==> src/rtl/cfd_pkg.sv <==
`timescale 1ns / 1ps

package cfd_pkg;

  // Header layout (byte offsets within a frame)
  localparam int unsigned TYPE_POS     = 7;
  localparam int unsigned ID_FIRST     = 8;
  localparam int unsigned ID_LAST      = 15;
  localparam int unsigned LEN_HI_POS   = 16;
  localparam int unsigned LEN_LO_POS   = 17;
  localparam int unsigned CSUM_HI_POS  = 18;
  localparam int unsigned CSUM_LO_POS  = 19;
  localparam int unsigned INDEX_POS    = 20;
  localparam int unsigned COUNT_POS    = 21;
  localparam int unsigned FNUM_HI_POS  = 22;
  localparam int unsigned FNUM_LO_POS  = 23;
  localparam int unsigned SUM_BYTES    = 18;
  localparam int unsigned HDR_BYTES    = 24;
  localparam int unsigned TYPE_OK_MIN  = 8;
  localparam int unsigned CSUM_OK_MIN  = 20;

  localparam logic [7:0]  TYPE_VALUE = 8'd1;
  localparam logic [15:0] LEN_BIAS   = 16'd4;

  typedef enum logic [1:0] {
    STATUS_OK       = 2'd0,
    STATUS_BAD_TYPE = 2'd1,
    STATUS_BAD_CSUM = 2'd2,
    STATUS_BAD_LEN  = 2'd3
  } status_t;

  typedef enum logic {
    KIND_PAYLOAD = 1'b0,
    KIND_STATUS  = 1'b1
  } kind_t;

  typedef struct packed {
    logic [7:0] rx_byte;
    logic       frame_end;
  } in_t;

  typedef struct packed {
    kind_t       kind;
    logic [7:0]  payload_byte;
    status_t     status;
    logic [7:0]  pkt_index;
    logic [7:0]  packet_count;
    logic [15:0] frame_number;
    logic [63:0] device_id;
    logic [15:0] payload_length;
    logic        end_of_run;
  } out_t;

  // Up to two results per request: first always fills before second
  typedef struct packed {
    logic first_valid;
    logic second_valid;
    out_t first;
    out_t second;
  } res_pair_t;

endpackage

==> src/rtl/cfd_frame_parser.sv <==
`timescale 1ns / 1ps

module cfd_frame_parser #(
  parameter int MAX_FRAME_BYTES = 4096
) (
  input  logic               clk,
  input  logic               rst_n,
  input  cfd_pkg::in_t       in_data,
  input  logic               take,
  output cfd_pkg::res_pair_t res
);

  localparam int POS_W = $clog2(MAX_FRAME_BYTES + 2);
  localparam logic [POS_W-1:0] POS_SAT = POS_W'(MAX_FRAME_BYTES + 1);
  localparam logic [31:0] MAX_BYTES = 32'(MAX_FRAME_BYTES);

  logic [POS_W-1:0] pos_r, pos_nxt;
  logic [19:0]      sum_r, sum_nxt;
  logic [7:0]       even_r, even_nxt;
  logic             type_bad_r, type_bad_nxt;
  logic [15:0]      rx_csum_r, rx_csum_nxt;
  logic [15:0]      len_r, len_nxt;
  logic [7:0]       idx_r, idx_nxt;
  logic [7:0]       cnt_cap_r, cnt_cap_nxt;
  logic [15:0]      fnum_r, fnum_nxt;
  logic [63:0]      id_r, id_nxt;

  logic [POS_W-1:0] pos_inc;
  logic [31:0]      count;
  logic [31:0]      body_len;
  logic [16:0]      fold1;
  logic [15:0]      fold2;
  logic [15:0]      csum_calc;
  logic [15:0]      plen;
  logic [7:0]       b;
  logic             last;
  logic             is_body;
  cfd_pkg::status_t st;
  cfd_pkg::out_t    pay_res;
  cfd_pkg::out_t    st_res;

  always_comb begin
    b    = in_data.rx_byte;
    last = in_data.frame_end;

    even_nxt     = even_r;
    sum_nxt      = sum_r;
    type_bad_nxt = type_bad_r;
    id_nxt       = id_r;
    len_nxt      = len_r;
    rx_csum_nxt  = rx_csum_r;
    idx_nxt      = idx_r;
    cnt_cap_nxt  = cnt_cap_r;
    fnum_nxt     = fnum_r;

    // Accumulate little-endian words over the checksummed header
    if (pos_r < POS_W'(cfd_pkg::SUM_BYTES)) begin
      if (!pos_r[0]) begin
        even_nxt = b;
      end else begin
        sum_nxt = sum_r + {4'd0, b, even_r};
      end
    end

    if (pos_r == POS_W'(cfd_pkg::TYPE_POS)) begin
      type_bad_nxt = (b != cfd_pkg::TYPE_VALUE);
    end else if (pos_r >= POS_W'(cfd_pkg::ID_FIRST) && pos_r <= POS_W'(cfd_pkg::ID_LAST)) begin
      id_nxt = {id_r[55:0], b};
    end else if (pos_r == POS_W'(cfd_pkg::LEN_HI_POS) ||
                 pos_r == POS_W'(cfd_pkg::LEN_LO_POS)) begin
      len_nxt = {len_r[7:0], b};
    end else if (pos_r == POS_W'(cfd_pkg::CSUM_HI_POS) ||
                 pos_r == POS_W'(cfd_pkg::CSUM_LO_POS)) begin
      rx_csum_nxt = {rx_csum_r[7:0], b};
    end else if (pos_r == POS_W'(cfd_pkg::INDEX_POS)) begin
      idx_nxt = b;
    end else if (pos_r == POS_W'(cfd_pkg::COUNT_POS)) begin
      cnt_cap_nxt = b;
    end else if (pos_r == POS_W'(cfd_pkg::FNUM_HI_POS) ||
                 pos_r == POS_W'(cfd_pkg::FNUM_LO_POS)) begin
      fnum_nxt = {fnum_r[7:0], b};
    end

    // Saturate the byte counter one past the maximum frame size
    pos_inc = (pos_r < POS_SAT) ? pos_r + POS_W'(1) : pos_r;
    count   = 32'(pos_inc);

    // Sum is final whenever the checksum is checked, so fold the register
    fold1     = {1'b0, sum_r[15:0]} + {13'd0, sum_r[19:16]};
    fold2     = fold1[15:0] + {15'd0, fold1[16]};
    csum_calc = ~fold2;

    plen     = len_nxt - cfd_pkg::LEN_BIAS;
    body_len = count - 32'(cfd_pkg::HDR_BYTES);

    if (count >= 32'(cfd_pkg::TYPE_OK_MIN) && type_bad_nxt) begin
      st = cfd_pkg::STATUS_BAD_TYPE;
    end else if (count >= 32'(cfd_pkg::CSUM_OK_MIN) && rx_csum_nxt != csum_calc) begin
      st = cfd_pkg::STATUS_BAD_CSUM;
    end else if (count < 32'(cfd_pkg::HDR_BYTES) || count > MAX_BYTES) begin
      st = cfd_pkg::STATUS_BAD_LEN;
    end else if (plen != body_len[15:0]) begin
      st = cfd_pkg::STATUS_BAD_LEN;
    end else begin
      st = cfd_pkg::STATUS_OK;
    end

    is_body = (pos_r >= POS_W'(cfd_pkg::HDR_BYTES));

    pay_res              = '0;
    pay_res.kind         = cfd_pkg::KIND_PAYLOAD;
    pay_res.payload_byte = b;
    pay_res.status       = cfd_pkg::STATUS_OK;
    pay_res.end_of_run   = !last;

    st_res                = '0;
    st_res.kind           = cfd_pkg::KIND_STATUS;
    st_res.status         = st;
    st_res.pkt_index      = idx_nxt;
    st_res.packet_count   = cnt_cap_nxt;
    st_res.frame_number   = fnum_nxt;
    st_res.device_id      = id_nxt;
    st_res.payload_length = plen;
    st_res.end_of_run     = 1'b1;

    res.first_valid  = is_body || last;
    res.second_valid = is_body && last;
    res.first        = is_body ? pay_res : st_res;
    res.second       = st_res;

    pos_nxt = pos_inc;
    // Drop all frame state once the frame has ended
    if (last) begin
      pos_nxt      = '0;
      sum_nxt      = '0;
      even_nxt     = '0;
      type_bad_nxt = 1'b0;
      rx_csum_nxt  = '0;
      len_nxt      = '0;
      idx_nxt      = '0;
      cnt_cap_nxt  = '0;
      fnum_nxt     = '0;
      id_nxt       = '0;
    end
  end

  always_ff @(posedge clk) begin
    if (!rst_n) begin
      pos_r      <= '0;
      sum_r      <= '0;
      even_r     <= '0;
      type_bad_r <= 1'b0;
      rx_csum_r  <= '0;
      len_r      <= '0;
      idx_r      <= '0;
      cnt_cap_r  <= '0;
      fnum_r     <= '0;
      id_r       <= '0;
    end else if (take) begin
      pos_r      <= pos_nxt;
      sum_r      <= sum_nxt;
      even_r     <= even_nxt;
      type_bad_r <= type_bad_nxt;
      rx_csum_r  <= rx_csum_nxt;
      len_r      <= len_nxt;
      idx_r      <= idx_nxt;
      cnt_cap_r  <= cnt_cap_nxt;
      fnum_r     <= fnum_nxt;
      id_r       <= id_nxt;
    end
  end

endmodule

==> src/rtl/checksummed_frame_deframer_unit.sv <==
`timescale 1ns / 1ps

// Frame deframer with header checksum check.
// Input channel (in_valid / in_stall / in_data): one frame byte per request,
// with frame_end marking the last byte of a frame.
// Output channel (out_valid / out_stall / out_data): one result per request.
// Bytes from offset 24 onward come out as payload results; the last byte of
// a frame also yields a status result carrying the captured header fields.
// Results are registered in the two-entry result queue before they are presented.
// Throughput: one byte per cycle while in_stall is low; a last byte that is
// itself payload yields two results, and the result queue drains them in turn.
// A byte is taken whenever the queue has room for every result it causes,
// so a new byte is accepted while an earlier result still waits on out_stall.
// When the receiver stalls, hold the queue contents; raise in_stall while the
// byte on offer needs more slots than remain after this cycle's drain.
// Reset (rst_n low, synchronous) clears frame state and empties the queue.
// Frames longer than MAX_FRAME_BYTES still forward payload but report a
// length error unless a type or checksum error takes priority.
module checksummed_frame_deframer_unit #(
  parameter int MAX_FRAME_BYTES = 4096
) (
  input  logic          clk,
  input  logic          rst_n,
  input  logic          in_valid,
  output logic          in_stall,
  input  cfd_pkg::in_t  in_data,
  output logic          out_valid,
  input  logic          out_stall,
  output cfd_pkg::out_t out_data
);

  cfd_pkg::res_pair_t res;
  cfd_pkg::out_t      q_r [2];
  cfd_pkg::out_t      q_nxt [2];
  logic [1:0]         cnt_r, cnt_nxt;
  logic [1:0]         cnt_after_pop;
  logic [1:0]         need;
  logic [2:0]         fill;
  logic               pop;
  logic               take;

  // Header parse, checksum and status for the byte on the input port
  cfd_frame_parser #(
    .MAX_FRAME_BYTES(MAX_FRAME_BYTES)
  ) u_parser (
    .clk    (clk),
    .rst_n  (rst_n),
    .in_data(in_data),
    .take   (take),
    .res    (res)
  );

  assign out_valid = (cnt_r != 2'd0);
  assign out_data  = q_r[0];
  assign pop       = out_valid && !out_stall;

  // Room check: slots left after this cycle's drain must cover every result
  assign cnt_after_pop = cnt_r - {1'b0, pop};
  assign need          = {1'b0, res.first_valid} + {1'b0, res.second_valid};
  assign fill          = {1'b0, cnt_after_pop} + {1'b0, need};
  assign in_stall      = (fill > 3'd2);
  assign take          = in_valid && !in_stall;

  always_comb begin
    q_nxt   = q_r;
    cnt_nxt = cnt_after_pop;
    // Advance the queue head on a drained request
    if (pop) begin
      q_nxt[0] = q_r[1];
    end
    if (take) begin
      if (res.first_valid) begin
        q_nxt[cnt_after_pop[0]] = res.first;
      end
      // A second result only comes with an empty queue, so it lands behind the first
      if (res.second_valid) begin
        q_nxt[1] = res.second;
      end
      cnt_nxt = fill[1:0];
    end
  end

  always_ff @(posedge clk) begin
    if (!rst_n) begin
      cnt_r <= 2'd0;
    end else begin
      cnt_r <= cnt_nxt;
    end
  end

  always_ff @(posedge clk) begin
    q_r <= q_nxt;
  end

endmodule

==> config.mk <==
export PLATFORM = sky130hd
export DESIGN_NAME = checksummed_frame_deframer_unit
export DESIGN_NICKNAME = d
export VERILOG_FILES = /design/src/rtl/cfd_pkg.sv /design/src/rtl/cfd_frame_parser.sv /design/src/rtl/checksummed_frame_deframer_unit.sv
export SDC_FILE = /design/constraint.sdc
export NUM_CORES = 1
export LEC_CHECK = 0
export BUFFER_PORTS_ARGS = -buffer_cell sky130_fd_sc_hd__buf_2
export CORE_ASPECT_RATIO = 0.6
export CORE_MARGIN = 2
export CORE_UTILIZATION = 55
export DETAILED_ROUTE_END_ITERATION = 8
export PLACE_DENSITY = 0.8
export SETUP_SLACK_MARGIN = 0.5
export SYNTH_ARGS = -nofsm -noshare
export SYNTH_HDL_FRONTEND = slang
export SYNTH_HIERARCHICAL = 1
export SYNTH_SLANG_ARGS = --single-unit
==> constraint.sdc <==
create_clock -name clk -period 12.48 [get_ports clk]
set_input_delay 3.744 -clock clk [delete_from_list [all_inputs] [get_ports clk]]
set_output_delay 3.744 -clock clk [all_outputs]
set_load 0.01 [all_outputs]
## Word-level counts from Yosys, hierarchy flattened

Index checks and enable logic that the tools add are counted.
W data, S select, Z words.

| cells by class | value |
|---|---|
| bitwise gates (word level) | 2 |
| add/sub/neg operators | 9 |
| order comparisons | 12 |
| muxes and demuxes | 56 |
| reductions and logical operators | 22 |
| eq/ne operators | 13 |

Operator list:

| kind | count |
|---|---|
| $mux W124 | 4 |
| $mux W248 | 2 |
| $mux W16 | 17 |
| $bwmux W248 | 1 |
| $mux W64 | 3 |
| $mux W8 | 16 |
| $demux W124 S1 | 1 |
| $eq A13 B5 Y1 const B | 8 |
| $mux W20 | 3 |
| $ne A16 B16 Y1 | 2 |
| $ge A13 B4 Y1 const B | 2 |
| $ge A13 B5 Y1 const B | 2 |
| $lt A13 B5 Y1 const B | 2 |
| $mux W13 | 2 |
| $add A20 B16 Y20 | 1 |
| $add A16 B4 Y17 | 1 |
| $add A16 B1 Y16 | 1 |
| $not A16 Y16 | 1 |
| $sub A16 B3 Y16 const B | 1 |
| $sub A13 B5 Y14 const B | 1 |
| $add A13 B1 Y13 const B | 1 |
| $eq A13 B3 Y1 const B | 1 |
| $gt A13 B13 Y1 const B | 1 |
| $le A13 B4 Y1 const B | 1 |
| 18 further kinds | 39 |

| storage, ports and cells | value |
|---|---|
| output and inout bits | 126 |
| input port bits | 13 |
| word-level logic and storage cells | 143 |
| register bits | 420 |

## Depth between registers and ports, before layout

Gate-level depths: netlist (run 1).

| logic depth | value |
|---|---|
| word-level depth | 16 |
| mapped depth | 24 |
| depth with buffers taken out | 20 |

## By module

Netlist (run 1), hierarchy kept.

By module, submodules not included:

| module | instances | area each (um2) | cells an instance | seq. area each (um2) |
|---|---|---|---|---|
| checksummed_frame_deframer_unit | 1 | 13056.3 | 1093 | 6246.0 |
| cfd_frame_parser | 1 | 12371.9 | 1618 | 3403.3 |

## Worst setup path after synthesis (run 1)

Ideal clock, no wire load.

| path | value |
|---|---|
| kind | input to register |
| start point | input out_stall |
| end point | register q_r[0] in the netlist's numbering (enable) |
| cell stages on the path | 16 |
| buffers on the path | 6 |
| arrival | 11.532 ns |
| setup time | 0.608 ns |
| data required time | 11.872 ns |
| path slack | 0.340 ns |
| cell sequence | o21bai_1 buf_2 buf_6 buf_4 inv_1 ha_1 clkbuf_1 buf_2 buf_2 xnor2_1 ha_1 a21o_1 ha_1 nor3b_2 o21ai_0 nor2_1 |

| on the way | value |
|---|---|
| cells in the longest elaborated chain, start to end | 8 |

RTL lines:

| element | RTL line | source |
|---|---|---|
| start: declaration | checksummed_frame_deframer_unit.sv:28 | `input logic out_stall,` |
| $logic_not A1 Y1 | checksummed_frame_deframer_unit.sv:55 | `assign pop = out_valid && !out_stall;` |
| $logic_and A1 B1 Y1 | checksummed_frame_deframer_unit.sv:55 |  |
| $sub A2 B1 Y2 | checksummed_frame_deframer_unit.sv:58 | `assign cnt_after_pop = cnt_r - {1'b0, pop};` |
| $add A2 B2 Y3 | checksummed_frame_deframer_unit.sv:60 | `assign fill = {1'b0, cnt_after_pop} + {1'b0, need};` |
| $gt A3 B2 Y1 | checksummed_frame_deframer_unit.sv:61 | `assign in_stall = (fill > 3'd2);` |
| $logic_not A1 Y1 | checksummed_frame_deframer_unit.sv:62 | `assign take = in_valid && !in_stall;` |
| $logic_and A1 B1 Y1 | checksummed_frame_deframer_unit.sv:62 |  |
| $reduce_and A2 Y1 (no line) | n/a |  |
| end signal: assignment | checksummed_frame_deframer_unit.sv:92 | `q_r <= q_nxt;` |
| end: declaration | checksummed_frame_deframer_unit.sv:33 | `cfd_pkg::out_t q_r [2];` |

No other way between the ends.
A chain may end at the register's enable or synchronous reset.

## Worst setup path after layout (run 1)

| path | value |
|---|---|
| start point | input out_stall |
| end point | output in_stall |

| on the way | value |
|---|---|
| cells in the longest elaborated chain, start to end | 5 |

RTL lines:

| element | RTL line | source |
|---|---|---|
| $logic_not A1 Y1 | checksummed_frame_deframer_unit.sv:55 |  |
| $logic_and A1 B1 Y1 | checksummed_frame_deframer_unit.sv:55 |  |
| $sub A2 B1 Y2 | checksummed_frame_deframer_unit.sv:58 |  |
| $add A2 B2 Y3 | checksummed_frame_deframer_unit.sv:60 |  |
| $gt A3 B2 Y1 | checksummed_frame_deframer_unit.sv:61 |  |
| end: declaration | checksummed_frame_deframer_unit.sv:25 | `output logic in_stall,` |

No other way between the ends.

==> results of run 1 <==
## power groups by stage
stage | Sequential, mW | Combinational [mW] | Clock [mW]
6_report | 1.90 | 1.94 | 1.31
5_1_grt | 1.92 | 2.07 | 1.37
4_1_cts | 1.89 | 1.94 | 1.32
3_3_place_gp | 1.91 | 1.87 | 0
2_1_floorplan | 1.86 | 1.68 | 0
3_5_place_dp | 1.92 | 1.94 | 0
## critical path, cell delays in order
cell and delay, ns:
buf_2 0.08, o21bai_4 0.11, inv_1 0.07, ha_4 0.72
xnor2_1 0.16, ha_1 0.21, a21o_1 0.19, ha_1 0.31
nor3b_2 0.35, nor2_1 0.11, buf_2 0.16
## metal layers
| layer | routed length (um) | track usage |
|---|---|---|
| met1 | 30100 | 0.388 |
| met2 | 28300 | 0.414 |
| met3 | 6290 | 0.0579 |
| met4 | 1480 | 0.0726 |
| met5 | 0 | 0 |
## cell usage in the layout (no fill, tap or decap), types with 29 or more instances in the layout
cell type | Yosys | routed
dfxtp_1 | 296 | 296
inv_1 | 237 | 236
mux2i_1 | 232 | 232
mux2_2 | 198 | 198
nor2_1 | 165 | 164
nand2_1 | 154 | 154
o21ai_0 | 149 | 149
buf_2 | 47 | 137
edfxtp_1 | 124 | 124
and2_1 | 123 | 123
o22ai_1 | 111 | 111
nor2b_1 | 70 | 69
xnor2_1 | 60 | 60
mux2_4 | 50 | 50
a21oi_1 | 48 | 48
a22oi_1 | 46 | 46
clkbuf_16 | 0 | 43
ha_1 | 34 | 33
nor3_1 | 30 | 29
## flip-flops by register name (all words and copies together), names as in the netlist, 13 cells and up
name                cells
out_data              124
u_parser/id_r          64
u_parser/len_r         16
u_parser/fnum_r        16
q_r                   124
u_parser/rx_csum_r     16
u_parser/sum_r         20
u_parser/pos_r         13
## per-stage QoR
| step | util | total power [mW] |
|---|---|---|
| final | 0.590 | 5.14 |
| after global routing | 0.590 | 5.37 |
| after CTS | 0.590 | 5.15 |
| after detailed placement | 0.560 | 3.86 |
| after global placement | 0.560 | 3.77 |
| after floorplan | - | 3.54 |
## logic make-up after synthesis
| group | synth area share |
|---|---|
| simple gates | 0.140 |
| buf+inv | 0.109 |
| mux | 0.211 |
| compound gates | 0.113 |
| flops | 0.379 |
| xor+xnor | 0.0296 |
| fa+ha+maj | 0.0183 |
| other cells | 0.000295 |
## final cells by class
cell class	count	area (um^2)
tap	620	776
inverter	239	901
clock buffer	61	1230
clock inverter	14	163
sequential	420	9650
multi-input combinational	1747	13100
timing repair buffer	158	843
fill	3841	18500
## path summary, 6_finish.rpt
kind                                               end                    from  cells after the start
worst min register to register  u_parser/rx_csum_r[11]  u_parser/rx_csum_r[11]                      2
worst min-delay path            u_parser/rx_csum_r[11]  u_parser/rx_csum_r[11]                      2
worst max-delay path                          in_stall               out_stall                     11
worst max register to register        u_parser/id_r[5]       u_parser/pos_r[8]                     18
==> impl_results.md, run 1 <==
- Total CTS buffers: 41
- Diodes inserted: 0
- # rows: 60
- Net Sw Frac: 0.339
- Share of layout cells above drive strength 1: 0.200
- Setup Crit Path Kind: in2out
- Final WS setup: 2.50 ns
- Wirelength per Cell: 20.3 um
- Clk buf depth: 3
- Antenna viol nets, final: 0
- Setup-failing EPs final: 0
- Placer Congestion: 0.986
- Synth Instances: 2711
- Starting DRT DRC Count: 2174
- Core Area: 0.0452 mm^2
- Yosys cell types: 100
- Pwr Density: 193 mW/mm^2
- Leak pwr: 11.6 nW
- Seq pwr share: 0.369
- Psw: 1.74 mW
- Nets@finish: 2656
- Post-synth EDFFs: 124
- Boundary pin count: 139
- Length of the first detailed-routing pass in iterations: 5
- Flop2flop setup slack: 5.57 ns
- First-pass GRT wire length: 103000 um
- HP Class: reg2reg
- DP Worst Slack: 2.50 ns
- Comb pwr share: 0.377
- Synth Flop Type: dfxtp_1
- Final period util: 0.799
- Final number of max-transition violations: 0
- Worst setup EP type: output port
- Run status: complete, no violations
- Worst hold margin: 0.550 ns
- Max Cap Viol: 0
- Placed cell count: 3184
- Die area: 0.0480 mm^2
- Post-cts sizing count: 0
- Netlist Area Pre-Place: 0.0254 mm^2
- Post-route cell area: 0.0267 mm^2
- Routed WL: 66200 um
- FF+latch count, synth: 420
- CTS tree: yes
- Ranking of synthesized cells by area: dfxtp_1 (23%), edfxtp_1 (15%), mux2i_1 (9.1%)
- Later-pin clock latency in the skew report: 0.56 ns
- H-tree levels: 2
- Root Driver: clkbuf_16
- Synthesized area per cell: 9.38 um^2
- Vias per std cell: 5.93
- Clock Pin Slew Worst Setup and Hold Paths: 0.07 ns
- Worst slew margin: 0.164
- CTS Sinks: 420
- Seq/Total Area, Yosys: 0.379
- Time the worst path needs with I/O delays and setup: 9.98 ns
- RSZ-0062 raised after global routing: no
- Pint: 3.40 mW
- Yosys top cell by area: dfxtp_1
- Die H: 171 um
- CTS hold repair buffers: 0
- Maximum vdd drop: 0.240 mV
- Pin slew with the least headroom to its limit: 1.24 ns
- CP startpoint kind: input pin
- Setup bufs post-CTS: 0
- DRC violation count after routing: 0
- Placed cell area: 0.0253 mm^2
- Buffers added on ports: 138
- Starting Density: 0.563
- Largest net degree at the start of global routing: 90
- Finished Layout Cells: 3259
- Vias in the first global route: 18900
- Asr flop ratio synth: 0
- Layout area overhead: 4.95%
- Max FO, Critical Path: 38
- DPL Wire Length: 42900 um
- Fmax: 100 MHz
- Worst path arrival time: 6.23 ns
- Initial antenna violation count: 0
- Final Hold Viols: 0
- Synth warnings: 6
- Share of the synthesized area in the top cell type: 0.233
- Total gr overflow: 0
- Most numerous cell in the Yosys netlist: dfxtp_1
- Post-synth top cells: dfxtp_1 (296), inv_1 (237), mux2i_1 (232)
- GRT Util Overall: 0.271
- Skew final: 0.0194 ns
- Routed vias: 19300
- Die X: 282 um
- TNS Setup: 0 ns
- Clock power frac: 0.254
- Critical Path RT: 8.74 ns
No activity file was read; power rests on OpenSTA's default activity.
==> run 2, diff against run 1 <==
==> constraint.sdc (replaced) <==
create_clock -name clk -period 8.1 [get_ports clk]
set_input_delay 2.43 -clock clk [delete_from_list [all_inputs] [get_ports clk]]
set_output_delay 2.43 -clock clk [all_outputs]
set_load 0.01 [all_outputs]
==> run 2 against run 1 <==
Against the previous run:
- worst hold slack got worse by 0.0026 ns
- sequential power grew 53%
- clock skew hardly changed
- die area is the same
- setup slack got worse by 1.6 ns
- count of clock-buffer cells in the layout stayed put
- total power grew 53%
- critical path type is now reg2out
- highest routed layer unchanged
==> impl_results.md, run 2 (synthesis gave the netlist of run 1 again) <==
- Starting Density: 0.563
- Total CTS buffers: 41
- Die area: 0.0480 mm^2
- Setup bufs post-CTS: 0
- TNS Setup: 0 ns
- Length of the first detailed-routing pass in iterations: 6
- CTS hold repair buffers: 0
- Routed vias: 19400
- CTS Sinks: 420
- Worst setup EP type: output port
- H-tree levels: 2
- Delay-heaviest family, CP: simple AND/OR/NAND/NOR gates
- Crit path buf inv count: 2
- Layout area overhead: 4.88%
- FILL cells: 3792
- Max incr delay on CP: 0.58 ns
- RSZ-0062 raised after global routing: no
- Pin slew with the least headroom to its limit: 1.16 ns
- Run status: complete, no violations
- Routed WL: 66500 um
- Share of layout cells above drive strength 1: 0.198
- Most common cell after layout, fill and taps aside: dfxtp_1
- DPL Wire Length: 42700 um
- Die X: 282 um
- CP most frequent cell: ha_1
- Core Area: 0.0452 mm^2
- Fmax: 139 MHz
- Diodes inserted: 0
- Die H: 171 um
- CTS tree: yes
- Post-cts sizing count: 0
- Initial antenna violation count: 0
- Power Total: 7.87 mW
- Clk buf depth: 3
- Crit-path slowest cell: clkinvlp_4
- Root Driver: clkbuf_16
- Time the worst path needs with I/O delays and setup: 7.19 ns
- Setup Crit Path Kind: reg2out
- Worst hold margin: 0.548 ns
- Wirelength per Cell: 20.4 um
- Total gr overflow: 0
- Setup-failing EPs final: 0
- Vias in the first global route: 19100
- Finished Core Util: 0.590
- Pwr Density: 295 mW/mm^2
- Clock Pin Slew Worst Setup and Hold Paths: 0.06 ns
- Nets@finish: 2653
- DP Worst Slack: 1.16 ns
- HP Class: reg2reg
- Maximum vdd drop: 0.517 mV
- Placer Congestion: 0.940
- Starting DRT DRC Count: 2090
- FF-to-FF Start: u_parser/pos_r[6]
- Worst path arrival time: 4.76 ns
- First-pass GRT wire length: 105000 um
- Final period util: 0.888
- Max Cap Viol: 0
- Later-pin clock latency in the skew report: 0.56 ns
- Worst slew margin: 0.229
- Boundary pin count: 139
- Leak pwr: 11.5 nW
- GRT Util Overall: 0.274
- Final Hold Viols: 0
- Crit path cell chain: nor4_4 -> nand2_1 -> nor2_2 -> nand2_4 -> clkinvlp_4 -> nand2b_1 -> xnor2_1 -> ha_1 -> a21o_1 -> ha_1 -> nor3b_2 -> nor2_1 -> buf_2
- Antenna viol nets, final: 0
- Final number of max-transition violations: 0
- Vias per std cell: 5.95
- Skew final: 0.0190 ns
- Largest net degree at the start of global routing: 128
- Critical Path RT: 5.67 ns
- Commonest cells after routing, fill and taps aside: dfxtp_1 (296), inv_1 (235), mux2i_1 (232)
- # rows: 60
- Final WS setup: 0.910 ns
- CP startpoint: u_parser/pos_r[6]
- Min-delay src: u_parser/sum_r[14]
- CP startpoint kind: flop
- DRC violation count after routing: 0
- Buffers added on ports: 138
- Max FO, Critical Path: 37
==> run 2: cell count changes in the layout (fill, tap and decap cells not counted), moves of 2 or more <==
cell and change:
buf_4 -7, bufinv_16 -2, buf_12 +4, clkinv_1 +2
==> run 2: cell type report <==
| class | instances | area, um^2 | area share |
|---|---|---|---|
| Timing Repair Buffer | 155 | 871 | 0.0327 |
| Clock buffer | 61 | 1240 | 0.0467 |
| Multi-Input combinational cell | 1747 | 13100 | 0.492 |
| Inverter | 239 | 905 | 0.0339 |
| Tap cell | 620 | 776 | 0.0291 |
| Clock inverter | 14 | 113 | 0.00422 |
| Sequential cell | 420 | 9650 | 0.362 |
==> run 2: tightest hold or removal path, delay by kind of cell, from the launching register on <==
family	cells	cell delay [ns]
flops	1	0.36
compound gates	1	0.06
simple gates	1	0.08
==> run 2: per-layer routing <==
layer | share of wire | vias to the layer above | track usage
li1 | - | 9046 | -
met2 | 0.44 | 789 | 0.425
met5 | 0 | - | 0
met1 | 0.45 | 9463 | 0.388
met3 | 0.093 | 85 | 0.0613
met4 | 0.016 | 0 | 0.0631
==> run 2: through the flow <==
| stage | cell area [um^2] | cells |
|---|---|---|
| finish | 26700 | 3256 |
| global route | 26700 | 3256 |
| floorplan | 25500 | 2719 |
| global placement | 25300 | 3181 |
| detailed placement | 25300 | 3181 |
| CTS | 26700 | 3256 |
==> run 2: power by group <==
part | internal, mW | switching [mW]
Clock | 1.10 | 0.853
Combinational | 1.42 | 1.58
Sequential | 2.67 | 0.239
Total | 5.19 | 2.67
==> run 2: path summary, 6_finish.rpt <==
| path | endpoint | slack (ns) | depth (start not counted) |
|---|---|---|---|
| max reg2reg | u_parser/rx_csum_r[4] | 1.33 | 17 |
| max | in_stall | 0.91 | 13 |
| min reg2reg | u_parser/sum_r[14] | 0.55 | 2 |
| min | u_parser/sum_r[14] | 0.55 | 2 |
==> run 3, diff against run 2 <==
--- a/config.mk
+++ b/config.mk
@@ -5,10 +5,11 @@
 export SDC_FILE = /design/constraint.sdc
 export NUM_CORES = 1
 export LEC_CHECK = 0
-export BUFFER_PORTS_ARGS = -buffer_cell sky130_fd_sc_hd__buf_2
+export BUFFER_PORTS_ARGS = -buffer_cell sky130_fd_sc_hd__buf_4
 export CORE_ASPECT_RATIO = 0.6
 export CORE_MARGIN = 2
 export CORE_UTILIZATION = 55
+export CTS_BUF_LIST = sky130_fd_sc_hd__clkbuf_8 sky130_fd_sc_hd__clkbuf_16
 export DETAILED_ROUTE_END_ITERATION = 8
 export PLACE_DENSITY = 0.8
 export SETUP_SLACK_MARGIN = 0.5
==> run 3 against run 2 <==
Against the previous run:
- total power up 1.3%
- first-iteration DRC count up 5.9%
- via count down 0.25%
- maximum frequency up 4.4%
- setup slack better by 0.30 ns
- worst hold slack worse by 0.012 ns
- clock skew down 0.0035 ns
- global-route usage down 0.26 points
- critical path depth up 1
- critical endpoint unchanged
==> impl_results.md, run 3 (synthesis gave the netlist of run 1 again) <==
- Net Sw Frac: 0.338
- First-pass GRT wire length: 104000 um
- Starting Density: 0.563
- Critical Path RT: 5.67 ns
- RSZ-0062 raised after global routing: no
- HP Class: reg2reg
- Worst slew margin: 0.200
- Pint: 5.28 mW
- Antenna viol nets, final: 0
- # rows: 60
- Total gr overflow: 0
- Largest net degree at the start of global routing: 110
- Wirelength per Cell: 20.4 um
- Psw: 2.69 mW
- Max FO, Critical Path: 27
- Finished Core Util: 0.598
- Leak pwr: 11.7 nW
- Die X: 282 um
- Die area: 0.0480 mm^2
- Setup bufs post-CTS: 0
- Time the worst path needs with I/O delays and setup: 6.89 ns
- Clock power frac: 0.241
- Worst path arrival time: 4.46 ns
- Commonest cells after routing, fill and taps aside: dfxtp_1 (296), inv_1 (250), mux2i_1 (232)
- Crit-path slowest cell: dfxtp_1
- Comb pwr share: 0.392
- Core Area: 0.0452 mm^2
- Max incr delay on CP: 0.45 ns
- CTS tree: yes
- CP startpoint kind: flop
- Final period util: 0.851
- H-tree levels: 2
- Crit path cell chain: nor4_4 -> nand2_1 -> nor2_2 -> nand2_4 -> inv_1 -> buf_4 -> nand2b_1 -> xnor2_1 -> ha_1 -> a21o_1 -> ha_1 -> nor3b_2 -> nor2_1 -> buf_4
- Setup Crit Path Kind: reg2out
- Pin slew with the least headroom to its limit: 1.19 ns
- Final number of max-transition violations: 0
- Post-cts sizing count: 0
- Worst setup EP type: output port
- Vias in the first global route: 18800
- Boundary pin count: 139
- Seq pwr share: 0.367
- Placer Congestion: 0.908
- FILL cells: 3790
- Die H: 171 um
- Clk buf depth: 3
- DRC violation count after routing: 0
- Initial antenna violation count: 0
- Pwr Density: 295 mW/mm^2
- Max Cap Viol: 0
- GRT Util Overall: 0.271
- Final Hold Viols: 0
- DP Worst Slack: 1.26 ns
- Maximum vdd drop: 0.254 mV
- Most common cell after layout, fill and taps aside: dfxtp_1
- Buffers added on ports: 138
- Share of layout cells above drive strength 1: 0.199
- Setup-failing EPs final: 0
- Vias per std cell: 5.92
- Skew final: 0.0155 ns
- Length of the first detailed-routing pass in iterations: 5
- Run status: complete, no violations
- Root Driver: clkbuf_16
- Clock Pin Slew Worst Setup and Hold Paths: 0.07 ns
- CTS hold repair buffers: 0
- Starting DRT DRC Count: 2213
- Final WS setup: 1.21 ns
- Placed cell count: 3189
- Routed vias: 19300
- Layout area overhead: 6.31%
- Finished Layout Cells: 3266
- Later-pin clock latency in the skew report: 0.56 ns
- Routed WL: 66600 um
- CTS Sinks: 420
- Total CTS buffers: 41
- TNS Setup: 0 ns
- DPL Wire Length: 43900 um
- Fmax: 145 MHz
- Nets@finish: 2661
==> run 3: cell count changes in the layout (fill, tap and decap cells not counted), moves of 2 or more <==
cell / change
clkinv_1: -2
clkbuf_8: -3
clkbuf_16: -2
buf_2: -137
inv_1: +15
buf_4: +146
clkbuf_1: -9
inv_6: +2
inv_4: -2
==> run 3: layout make-up <==
cell class,instances,area (um^2),area share
well taps,620,776,0.0287
multi-input cells,1747,13100,0.485
inverters,239,901,0.0333
diodes,1,2.50,0.0000926
clock inverters,29,211,0.00782
clock buffers,47,1120,0.0414
repair buffers,163,1260,0.0467
flip-flops and latches,420,9650,0.357
==> run 3: stage by stage <==
stage                     power [mW]  hold slack, ns  area (um^2)
after floorplan                 5.44           0.488        25500
after global placement          5.98           0.509        25700
after detailed placement        6.09           0.518        25700
after CTS                       8.01           0.538        27000
after global routing            8.34           0.573        27000
final                           7.97           0.536        27000
==> run 3: power by group through the flow <==
| stage | combinational, mW | clock, mW | sequential [mW] |
|---|---|---|---|
| after floorplan | 2.59 | 0 | 2.85 |
| after global placement | 3.04 | 0 | 2.94 |
| after detailed placement | 3.13 | 0 | 2.97 |
| after CTS | 3.14 | 1.95 | 2.92 |
| after global routing | 3.34 | 2.03 | 2.97 |
| final | 3.13 | 1.92 | 2.93 |
==> run 3: path summary, 6_finish.rpt <==
path,start,slack (ns),endpoint,depth (start not counted)
max,u_parser/pos_r[6],1.21,in_stall,14
max reg2reg,u_parser/pos_r[6],1.72,u_parser/rx_csum_r[9],18
min,u_parser/rx_csum_r[11],0.54,u_parser/rx_csum_r[11],2
min reg2reg,u_parser/rx_csum_r[11],0.54,u_parser/rx_csum_r[11],2
==> run 3: layer usage <==
metal  vias to the layer above  track usage  part of all wire  wire (um)
met3                        91       0.0527             0.085       5620
met5                         -            0                 0          0
met1                      9425        0.396              0.46      30700
met2                       733        0.413              0.44      29000
met4                         0       0.0624             0.018       1210
li1                       9086            -                 -          -
==> run 3: worst max-delay path: cells and delay by family (launching register included) <==
family | cells | cell delay (ns)
buf+inv | 3 | 0.62
flops | 1 | 0.45
simple gates | 7 | 1.97
compound gates | 1 | 0.17
fa+ha+maj | 2 | 0.47
xor+xnor | 1 | 0.20
